[config.mk]
export PLATFORM = sky130hd
export DESIGN_NAME = raid_parity_repair_unpack
export DESIGN_NICKNAME = d
export VERILOG_FILES = /design/src/rpru_pkg.sv /design/src/rpru_ctrl.sv /design/src/rpru_dp.sv /design/src/raid_parity_repair_unpack.sv
export SDC_FILE = /design/constraint.sdc
export NUM_CORES = 1
export LEC_CHECK = 0
export BUFFER_PORTS_ARGS = -buffer_cell sky130_fd_sc_hd__buf_4
export CAP_MARGIN = 10
export CORE_MARGIN = 2
export CORE_UTILIZATION = 55
export CTS_CLUSTER_SIZE = 40
export DETAILED_ROUTE_END_ITERATION = 8
export PLACE_DENSITY = 0.72
export SLEW_MARGIN = 20
export SYNTH_ARGS = -nofsm -noshare
export SYNTH_HDL_FRONTEND = slang
export SYNTH_SLANG_ARGS = --single-unit
[constraint.sdc]
create_clock -name clk -period 4.1 [get_ports clk]
set_clock_uncertainty 0.1 [all_clocks]
set_input_delay 0.205 -clock clk [delete_from_list [all_inputs] [get_ports clk]]
set_output_delay 0.205 -clock clk [all_outputs]
set_load 0.03 [all_outputs]
[src/rpru_pkg.sv]
// Shared types and constants for the parity repair and unpack block.
package rpru_pkg;

    localparam int DISK_W     = 8;
    localparam int DC_W       = 4;
    localparam int BB_W       = 6;
    localparam int SC_W       = 10;
    localparam int NIB_W      = 4;
    localparam int CFG_IDX_W  = 2;
    localparam int CFG_DATA_W = 10;

    localparam logic [CFG_IDX_W-1:0] CFG_DISK_COUNT   = 2'd0;
    localparam logic [CFG_IDX_W-1:0] CFG_BLOCK_BITS   = 2'd1;
    localparam logic [CFG_IDX_W-1:0] CFG_STRIPE_COUNT = 2'd2;
    localparam logic [CFG_IDX_W-1:0] CFG_PARITY_ODD   = 2'd3;

    localparam logic KIND_DATA   = 1'b0;
    localparam logic KIND_STATUS = 1'b1;

    typedef enum logic [2:0] {
        ST_IDLE,
        ST_DRAIN,
        ST_CLOSE,
        ST_PAD,
        ST_STATUS
    } rpru_state_t;

    typedef struct packed {
        logic col_write;
        logic drain_step;
        logic stripe_close;
        logic emit_pad;
        logic emit_status;
    } rpru_cmd_t;

    typedef struct packed {
        logic stripe_end;
        logic drain_last;
        logic set_bad;
        logic set_end;
        logic pad_needed;
        logic step_ok;
        logic out_free;
    } rpru_stat_t;

endpackage

[src/rpru_ctrl.sv]
// Controller state machine that sequences column intake, stripe drain and set end.
module rpru_ctrl (
    input  logic                 clk,
    input  logic                 rst_n,
    input  logic                 in_valid,
    output logic                 in_ready,
    input  rpru_pkg::rpru_stat_t stat,
    output rpru_pkg::rpru_cmd_t  cmd
);
    import rpru_pkg::*;

    rpru_state_t state_reg;
    rpru_state_t state_next;

    always_ff @(posedge clk or negedge rst_n)
    begin
        if (!rst_n)
        begin
            state_reg <= ST_IDLE;
        end
        else
        begin
            state_reg <= state_next;
        end
    end

    always_comb
    begin
        state_next = state_reg;
        unique case (state_reg)
            ST_IDLE:
            begin
                if (in_valid && stat.stripe_end)
                begin
                    state_next = ST_DRAIN;
                end
            end
            ST_DRAIN:
            begin
                if (stat.set_bad || (stat.step_ok && stat.drain_last))
                begin
                    state_next = ST_CLOSE;
                end
            end
            ST_CLOSE:
            begin
                state_next = stat.set_end ? ST_PAD : ST_IDLE;
            end
            ST_PAD:
            begin
                if (!stat.pad_needed || stat.out_free)
                begin
                    state_next = ST_STATUS;
                end
            end
            ST_STATUS:
            begin
                if (stat.out_free)
                begin
                    state_next = ST_IDLE;
                end
            end
            default:
            begin
                state_next = ST_IDLE;
            end
        endcase
    end

    always_comb
    begin
        in_ready = 1'b0;
        cmd      = '0;
        unique case (state_reg)
            ST_IDLE:
            begin
                in_ready      = 1'b1;
                cmd.col_write = in_valid;
            end
            ST_DRAIN:
            begin
                cmd.drain_step = !stat.set_bad && stat.step_ok;
            end
            ST_CLOSE:
            begin
                cmd.stripe_close = 1'b1;
            end
            ST_PAD:
            begin
                cmd.emit_pad = stat.pad_needed && stat.out_free;
            end
            ST_STATUS:
            begin
                cmd.emit_status = stat.out_free;
            end
            default:
            begin
                in_ready = 1'b0;
            end
        endcase
    end

endmodule

[src/rpru_dp.sv]
// Datapath: registers, column repair, stripe store, nibble packer and output register.
module rpru_dp #(
    parameter int MAX_DISKS      = 8,
    parameter int MAX_BLOCK_BITS = 32
) (
    input  logic                              clk,
    input  logic                              rst_n,
    input  logic                              cfg_valid,
    input  logic [rpru_pkg::CFG_IDX_W-1:0]    cfg_index,
    input  logic [rpru_pkg::CFG_DATA_W-1:0]   cfg_data,
    input  logic [rpru_pkg::DISK_W-1:0]       disk_bits,
    input  logic [rpru_pkg::DISK_W-1:0]       erased_mask,
    input  rpru_pkg::rpru_cmd_t               cmd,
    output rpru_pkg::rpru_stat_t              stat,
    input  logic                              out_ready,
    output logic                              out_valid,
    output logic                              kind,
    output logic [rpru_pkg::NIB_W-1:0]        nibble,
    output logic                              set_valid,
    output logic                              last
);
    import rpru_pkg::*;

    localparam int CW = (MAX_BLOCK_BITS > 1) ? $clog2(MAX_BLOCK_BITS) : 1;
    localparam int DW = $clog2(MAX_DISKS);

    logic [DC_W-1:0]  disk_count_reg;
    logic [BB_W-1:0]  block_bits_reg;
    logic [SC_W-1:0]  stripe_count_reg;
    logic             parity_odd_reg;

    logic [DC_W-1:0]  dc_eff;
    logic [BB_W-1:0]  bb_eff;
    logic [SC_W-1:0]  sc_eff;

    logic [MAX_DISKS-1:0] store_mem [MAX_BLOCK_BITS];
    logic [MAX_DISKS-1:0] store_rd_reg;
    logic [CW-1:0]        rd_addr;

    logic [CW-1:0]    column_index_reg;
    logic [CW-1:0]    j_reg;
    logic [DW-1:0]    d_reg;
    logic [DW-1:0]    pd_reg;
    logic [SC_W-1:0]  stripe_index_reg;
    logic             set_bad_reg;
    logic [NIB_W-1:0] partial_reg;
    logic [1:0]       partial_count_reg;

    logic             out_valid_reg;
    logic             kind_reg;
    logic [NIB_W-1:0] nibble_reg;
    logic             set_valid_reg;
    logic             last_reg;

    logic [MAX_DISKS-1:0] dmask;
    logic [MAX_DISKS-1:0] bits_m;
    logic [MAX_DISKS-1:0] er_m;
    logic [MAX_DISKS-1:0] known;
    logic [MAX_DISKS-1:0] col;
    logic                 parity;
    logic                 col_bad;

    logic [DW-1:0]    pd_wrap;
    logic [DC_W-1:0]  d_plus1;
    logic [DC_W-1:0]  d_skip;
    logic [DC_W-1:0]  pd_plus1;
    logic             disk_done;
    logic             j_last;
    logic             rd_bit;
    logic             load_nib;
    logic [NIB_W-1:0] pad_nib;

    // Out-of-range register values act as the nearest legal value.
    always_comb
    begin
        dc_eff = disk_count_reg;
        if (disk_count_reg < DC_W'(2))
        begin
            dc_eff = DC_W'(2);
        end
        else if (disk_count_reg > DC_W'(MAX_DISKS))
        begin
            dc_eff = DC_W'(MAX_DISKS);
        end
        bb_eff = block_bits_reg;
        if (block_bits_reg == '0)
        begin
            bb_eff = BB_W'(1);
        end
        else if (block_bits_reg > BB_W'(MAX_BLOCK_BITS))
        begin
            bb_eff = BB_W'(MAX_BLOCK_BITS);
        end
        sc_eff = (stripe_count_reg == '0) ? SC_W'(1) : stripe_count_reg;
    end

    always_comb
    begin
        for (int k = 0; k < MAX_DISKS; k++)
        begin
            dmask[k] = (DC_W'(k) < dc_eff);
        end
        bits_m  = disk_bits[MAX_DISKS-1:0] & dmask;
        er_m    = erased_mask[MAX_DISKS-1:0] & dmask;
        known   = bits_m & ~er_m;
        parity  = ^known;
        col     = known;
        col_bad = 1'b0;
        if ((er_m & (er_m - MAX_DISKS'(1))) != '0)
        begin
            col_bad = 1'b1;
        end
        else if (er_m != '0)
        begin
            if (parity ^ parity_odd_reg)
            begin
                col = known | er_m;
            end
        end
        else if (parity != parity_odd_reg)
        begin
            col_bad = 1'b1;
        end
    end

    // The store row for the next drain step is read into a register ahead of that step.
    always_comb
    begin
        pd_wrap   = (DC_W'(pd_reg) >= dc_eff) ? '0 : pd_reg;
        d_plus1   = DC_W'(d_reg) + DC_W'(1);
        d_skip    = (d_plus1 == DC_W'(pd_reg)) ? d_plus1 + DC_W'(1) : d_plus1;
        disk_done = (d_skip >= dc_eff);
        j_last    = ((BB_W + 1)'(j_reg) + (BB_W + 1)'(1)) >= {1'b0, bb_eff};
        rd_addr   = !cmd.drain_step ? j_reg : (j_last ? '0 : j_reg + CW'(1));
        pd_plus1  = DC_W'(pd_reg) + DC_W'(1);
        rd_bit    = store_rd_reg[d_reg];
        load_nib  = cmd.drain_step && (partial_count_reg == 2'd3);
        case (partial_count_reg)
            2'd1:    pad_nib = {partial_reg[0], 3'b000};
            2'd2:    pad_nib = {partial_reg[1:0], 2'b00};
            2'd3:    pad_nib = {partial_reg[2:0], 1'b0};
            default: pad_nib = '0;
        endcase
    end

    always_comb
    begin
        stat.stripe_end = ((BB_W + 1)'(column_index_reg) + (BB_W + 1)'(1))
                          >= {1'b0, bb_eff};
        stat.drain_last = j_last && disk_done;
        stat.set_bad    = set_bad_reg;
        stat.set_end    = ((SC_W + 1)'(stripe_index_reg) + (SC_W + 1)'(1))
                          >= {1'b0, sc_eff};
        stat.pad_needed = !set_bad_reg && (partial_count_reg != 2'd0);
        stat.out_free   = !out_valid_reg || out_ready;
        stat.step_ok    = stat.out_free || (partial_count_reg != 2'd3);
    end

    always_ff @(posedge clk)
    begin
        if (cmd.col_write)
        begin
            store_mem[column_index_reg] <= col;
        end
        if (cmd.col_write && (column_index_reg == rd_addr))
        begin
            store_rd_reg <= col;
        end
        else
        begin
            store_rd_reg <= store_mem[rd_addr];
        end
    end

    always_ff @(posedge clk or negedge rst_n)
    begin
        if (!rst_n)
        begin
            disk_count_reg   <= DC_W'(2);
            block_bits_reg   <= BB_W'(1);
            stripe_count_reg <= SC_W'(1);
            parity_odd_reg   <= 1'b0;
        end
        else if (cfg_valid)
        begin
            unique case (cfg_index)
                CFG_DISK_COUNT:   disk_count_reg   <= cfg_data[DC_W-1:0];
                CFG_BLOCK_BITS:   block_bits_reg   <= cfg_data[BB_W-1:0];
                CFG_STRIPE_COUNT: stripe_count_reg <= cfg_data[SC_W-1:0];
                CFG_PARITY_ODD:   parity_odd_reg   <= cfg_data[0];
                default:          parity_odd_reg   <= parity_odd_reg;
            endcase
        end
    end

    always_ff @(posedge clk or negedge rst_n)
    begin
        if (!rst_n)
        begin
            column_index_reg  <= '0;
            j_reg             <= '0;
            d_reg             <= '0;
            pd_reg            <= '0;
            stripe_index_reg  <= '0;
            set_bad_reg       <= 1'b0;
            partial_reg       <= '0;
            partial_count_reg <= '0;
        end
        else
        begin
            if (cmd.col_write)
            begin
                set_bad_reg <= set_bad_reg | col_bad;
                if (stat.stripe_end)
                begin
                    column_index_reg <= '0;
                    pd_reg           <= pd_wrap;
                    j_reg            <= '0;
                    d_reg            <= (pd_wrap == '0) ? DW'(1) : '0;
                end
                else
                begin
                    column_index_reg <= column_index_reg + CW'(1);
                end
            end
            if (cmd.drain_step)
            begin
                if (partial_count_reg == 2'd3)
                begin
                    partial_reg       <= '0;
                    partial_count_reg <= '0;
                end
                else
                begin
                    partial_reg       <= {partial_reg[NIB_W-2:0], rd_bit};
                    partial_count_reg <= partial_count_reg + 2'd1;
                end
                if (j_last)
                begin
                    j_reg <= '0;
                    d_reg <= d_skip[DW-1:0];
                end
                else
                begin
                    j_reg <= j_reg + CW'(1);
                end
            end
            if (cmd.stripe_close)
            begin
                pd_reg <= (pd_plus1 >= dc_eff) ? '0 : pd_plus1[DW-1:0];
                if (!stat.set_end)
                begin
                    stripe_index_reg <= stripe_index_reg + SC_W'(1);
                end
            end
            if (cmd.emit_status)
            begin
                stripe_index_reg  <= '0;
                pd_reg            <= '0;
                set_bad_reg       <= 1'b0;
                partial_reg       <= '0;
                partial_count_reg <= '0;
            end
        end
    end

    always_ff @(posedge clk or negedge rst_n)
    begin
        if (!rst_n)
        begin
            out_valid_reg <= 1'b0;
        end
        else if (load_nib || cmd.emit_pad || cmd.emit_status)
        begin
            out_valid_reg <= 1'b1;
        end
        else if (out_ready)
        begin
            out_valid_reg <= 1'b0;
        end
    end

    always_ff @(posedge clk)
    begin
        if (load_nib)
        begin
            kind_reg      <= KIND_DATA;
            nibble_reg    <= {partial_reg[NIB_W-2:0], rd_bit};
            set_valid_reg <= 1'b1;
            last_reg      <= 1'b0;
        end
        else if (cmd.emit_pad)
        begin
            kind_reg      <= KIND_DATA;
            nibble_reg    <= pad_nib;
            set_valid_reg <= 1'b1;
            last_reg      <= 1'b0;
        end
        else if (cmd.emit_status)
        begin
            kind_reg      <= KIND_STATUS;
            nibble_reg    <= '0;
            set_valid_reg <= !set_bad_reg;
            last_reg      <= 1'b1;
        end
    end

    assign out_valid = out_valid_reg;
    assign kind      = kind_reg;
    assign nibble    = nibble_reg;
    assign set_valid = set_valid_reg;
    assign last      = last_reg;

    a_drain_good_set: assert property (@(posedge clk) disable iff (!rst_n)
        cmd.drain_step |-> !set_bad_reg)
        else $error("drain step taken on an invalid set");

    a_drain_skips_parity: assert property (@(posedge clk) disable iff (!rst_n)
        cmd.drain_step |-> d_reg != pd_reg)
        else $error("parity disk bits were unpacked");

    a_pad_partial: assert property (@(posedge clk) disable iff (!rst_n)
        cmd.emit_pad |-> (partial_count_reg != 2'd0) && !set_bad_reg)
        else $error("pad item without a partial nibble");

    a_status_clears: assert property (@(posedge clk) disable iff (!rst_n)
        cmd.emit_status |=> (stripe_index_reg == '0) && (partial_count_reg == 2'd0)
                            && !set_bad_reg && out_valid_reg && last_reg)
        else $error("set state not cleared after status item");

endmodule

[src/raid_parity_repair_unpack.sv]
// A column that does not end a stripe is taken while the block is idle.
// A stripe end drains one data bit per cycle, except while a full nibble waits on a held
// output, and skips the drain once the set is invalid; the stripe then closes.
// A set end then emits the padded nibble, if bits are left, and the status item as the output frees.
// Reset clears control state, config and out_valid; the store and item fields hold no value.
// Top level of the parity repair and unpack block.
module raid_parity_repair_unpack #(
    parameter int MAX_DISKS      = 8,
    parameter int MAX_BLOCK_BITS = 32
) (
    input  logic                              clk,
    input  logic                              rst_n,
    input  logic                              cfg_valid,
    output logic                              cfg_ready,
    input  logic [rpru_pkg::CFG_IDX_W-1:0]    cfg_index,
    input  logic [rpru_pkg::CFG_DATA_W-1:0]   cfg_data,
    input  logic                              in_valid,
    output logic                              in_ready,
    input  logic [rpru_pkg::DISK_W-1:0]       disk_bits,
    input  logic [rpru_pkg::DISK_W-1:0]       erased_mask,
    output logic                              out_valid,
    input  logic                              out_ready,
    output logic                              kind,
    output logic [rpru_pkg::NIB_W-1:0]        nibble,
    output logic                              set_valid,
    output logic                              last
);
    import rpru_pkg::*;

    rpru_cmd_t  cmd;
    rpru_stat_t stat;

    assign cfg_ready = 1'b1;

    rpru_ctrl u_ctrl (
        .clk      (clk),
        .rst_n    (rst_n),
        .in_valid (in_valid),
        .in_ready (in_ready),
        .stat     (stat),
        .cmd      (cmd)
    );

    rpru_dp #(
        .MAX_DISKS      (MAX_DISKS),
        .MAX_BLOCK_BITS (MAX_BLOCK_BITS)
    ) u_dp (
        .clk         (clk),
        .rst_n       (rst_n),
        .cfg_valid   (cfg_valid),
        .cfg_index   (cfg_index),
        .cfg_data    (cfg_data),
        .disk_bits   (disk_bits),
        .erased_mask (erased_mask),
        .cmd         (cmd),
        .stat        (stat),
        .out_ready   (out_ready),
        .out_valid   (out_valid),
        .kind        (kind),
        .nibble      (nibble),
        .set_valid   (set_valid),
        .last        (last)
    );

endmodule

==> results.md <==
* Max cap viols at 0
* Die ar. at 28000 um2
* Post-synth top area share at 53.3%
* Top post-synthesis cells by area: edfxtp_1 (53%), dfrtp_1 (9.2%), mux4_2 (6.1%)
* RR Endpoint: u_dp.d_reg[2]
* Area Growth Syn to Fin at 13.5%
* Vias per cell at 6.10
* Arrival @ worst endpoint at 3.58 ns
* Buffer depth of the longest clock path at 3
* Worst setup SP type: register
* DRT antenna net count at 0
* Clock slew at reported path FFs at 0.06 ns
* Initial antenna violation count at 0
* Pwr per Cell Area at 569 nW/um2
* Syn Nets at 1052
* Vias in the first global route at 8680
* Peak VDD IR at 0.408 mV
* First-pass GRT wire length at 49.1 mm
* Endpoints failing setup at 0
* # rows at 59
* Origin of the critical flop-to-flop path: u_dp.block_bits_reg[3]
* DR iter-0 viols at 980
* Diodes inserted at 0
* Layout Utilization at 63.6%
* Area leader, netlist: edfxtp_1
* Worst-path fanout max at 11
* Met1 wire length at 14.1 mm
* P_leak at 0.00610 uW
* Critical Path Sink Type: register
* Worst setup path end: u_dp.d_reg[2]
* Worst slew margin at 26.5%
* Die Width at 167 um
* Via count at 8620
* Crit share post-route at 80.4%
* CTS Sinks at 324
* Setup TNS at 0 ns
* WL met2 at 14.3 mm
* Async SR Flop Fraction at 17.6%
* Routed length per instance at 21.9 um
* Tot GR Track Use at 22.9%
* Top cells by count, synth: edfxtp_1 (260), nor2_1 (79), nand2_1 (67), dfrtp_1 (54), ha_1 (44)
* F_max at 303 MHz
* Failing checks: design-rule violations
* GRT overflow at 0
* Flops & latches, synth at 324
* Wire length on met3 at 1.89 mm
* Worst-Margin Slew at 1.07 ns
* CTS buffer count at 34
* Fin nets at 1130
* Worst Reg-to-Reg Cells at 12
* CTS tree: yes
* PortBufs at 41
* Syn Area/Cell at 15.0 um2
* Setup Crit Path Kind: register to register
* Final GP Congestion at 0.842
* Data required time of the worst path at 4.38 ns
* Max layer used: met4
* Pin count of the biggest net entering global routing at 58
* Initial Utilization at 56.1%
* Core region area at 26100 um2
* Final Critical Period at 3.30 ns
* Count leader, synth: edfxtp_1
* Post-detail-place hpwl at 19.9 mm
* Post-synth EDFFs at 260
* HP Class: input port to async pin
* Register area share after synthesis at 64.0%
* Clock root cell: clkbuf_16
* # DRC at 3
* Max-slew violation count at 0
* Clock latency on the worst-skew pair at 0.51 ns
* R2R Setup Slk at 0.80 ns
* H-tree depth at 2
* Die Y at 167 um
* IO Pins at 43
* Filler Cells Inserted at 1898
* Outcome: complete, but fails checks
* Count of final hold-check violations at 0
* Largest register FFs at 256
* Synth Flop Type: edfxtp_1
* WL final at 31.0 mm
* Pre-Repair DR Iteration Count at 7
* Synth cell types at 70
* Syn Std Cell Area at 14700 um2
* Post-CTS Resized at 0
* Layout cells sized above 1 at 18.5%
* Yosys warning count at 0
* RSZ-0062 raised after global routing: false
* Setup crit start: u_dp.block_bits_reg[3]
* Post-synthesis cell count at 975
[cell families after synthesis]
group	count (synthesis)	synth area share (%)
flops	324	64.0
fa+ha+maj	44	3.76
simple gates	250	8.10
other cells	1	0.0256
compound gates	168	7.93
buf+inv	66	2.38
xor+xnor	29	1.83
mux	93	12.0
[power breakdown]
part           leakage, uW  total, uW  switching [uW]  internal, uW
logic              0.00241       2260            1260          1000
registers          0.00316       4250             325          3920
clock network     0.000529       2950            1210          1740
[area by class of cell]
type                       count  area, um2  share of cell area (%)
tap                          335        419                    2.52
timing repair buffer          81        683                    4.11
clock buffer                  49        980                    5.89
clock inverter                13        110                   0.662
inverter                      27        101                   0.609
sequential                   324       9380                    56.4
multi-input combinational    585       4960                    29.8
[routing by layer]
metal	track usage (%)	vias up
met5	0	-
li1	-	3960
met1	34.3	4340
met4	6.39	0
met3	3.31	46
met2	35.5	274
[worst max-delay path, cell delays in order, from the launching register on]
cell and delay, ns:
dfrtp_1 0.39, nor4_1 0.27, nor2_1 0.06, nor2_1 0.13, ha_1 0.25, nand2b_1 0.14
a21o_1 0.18, a21o_1 0.17, a21o_1 0.17, a21o_1 0.18, a21oi_1 0.68, nor2_1 0.15
mux2_2 0.31
[stage by stage]
step / total power [uW] / instances / instance area [um2] / hold slack [ns] / setup slack (ns)
2_1_floorplan: 5870 / 975 / 14700 / -0.191 / 0.718
3_3_place_gp: 6460 / 1332 / 15300 / 0.215 / 0.877
3_5_place_dp: 6530 / 1332 / 15300 / 0.215 / 0.864
4_1_cts: 9500 / 1414 / 16600 / 0.227 / 0.813
5_1_grt: 9910 / 1414 / 16600 / 0.313 / 0.519
6_report: 9460 / 1414 / 16600 / 0.277 / 0.804
[placed cells by master (no fill, tap or decap), types with 6 or more instances in the layout]
cell,n
mux2_2,30
nand3b_1,7
nand2b_1,14
dfrtp_1,54
mux4_1,18
mux4_2,40
nor3_1,12
a21oi_1,31
a21o_1,17
ha_1,44
nor2b_1,15
clkbuf_16,36
edfxtp_1,260
a22o_1,8
nor4_1,6
inv_1,27
nand3_1,18
clkbuf_1,10
xnor2_1,13
nand2_1,67
and2_1,8
xor2_1,15
and3_1,11
o22ai_1,8
a211oi_1,7
buf_4,59
dlygate4sd3_1,20
nor2_1,78
o21ai_0,25
a22oi_1,17
o211ai_1,6
[repair_timing]
item | in CTS | in global routing
buffers inserted | 0 | 0
setup endpoints to repair | 0 | 0
hold buffers | 20 | 0
hold endpoints to repair | 78 | 0
[worst min-delay path by stage]
stage | from | endpoint | slack (ns) | cells after the start
2_1_floorplan | rst_n | u_ctrl.state_reg[0] | -0.19 | 0
3_3_place_gp | rst_n | u_dp.parity_odd_reg | 0.21 | 1
3_5_place_dp | rst_n | u_dp.parity_odd_reg | 0.22 | 1
4_1_cts | rst_n | u_dp.stripe_count_reg[4] | 0.23 | 2
5_1_grt | erased_mask[2] | u_dp.store_mem[23][2] | 0.31 | 4
6_report | rst_n | u_dp.stripe_count_reg[4] | 0.28 | 2
Power figures use the tool's default switching activity.
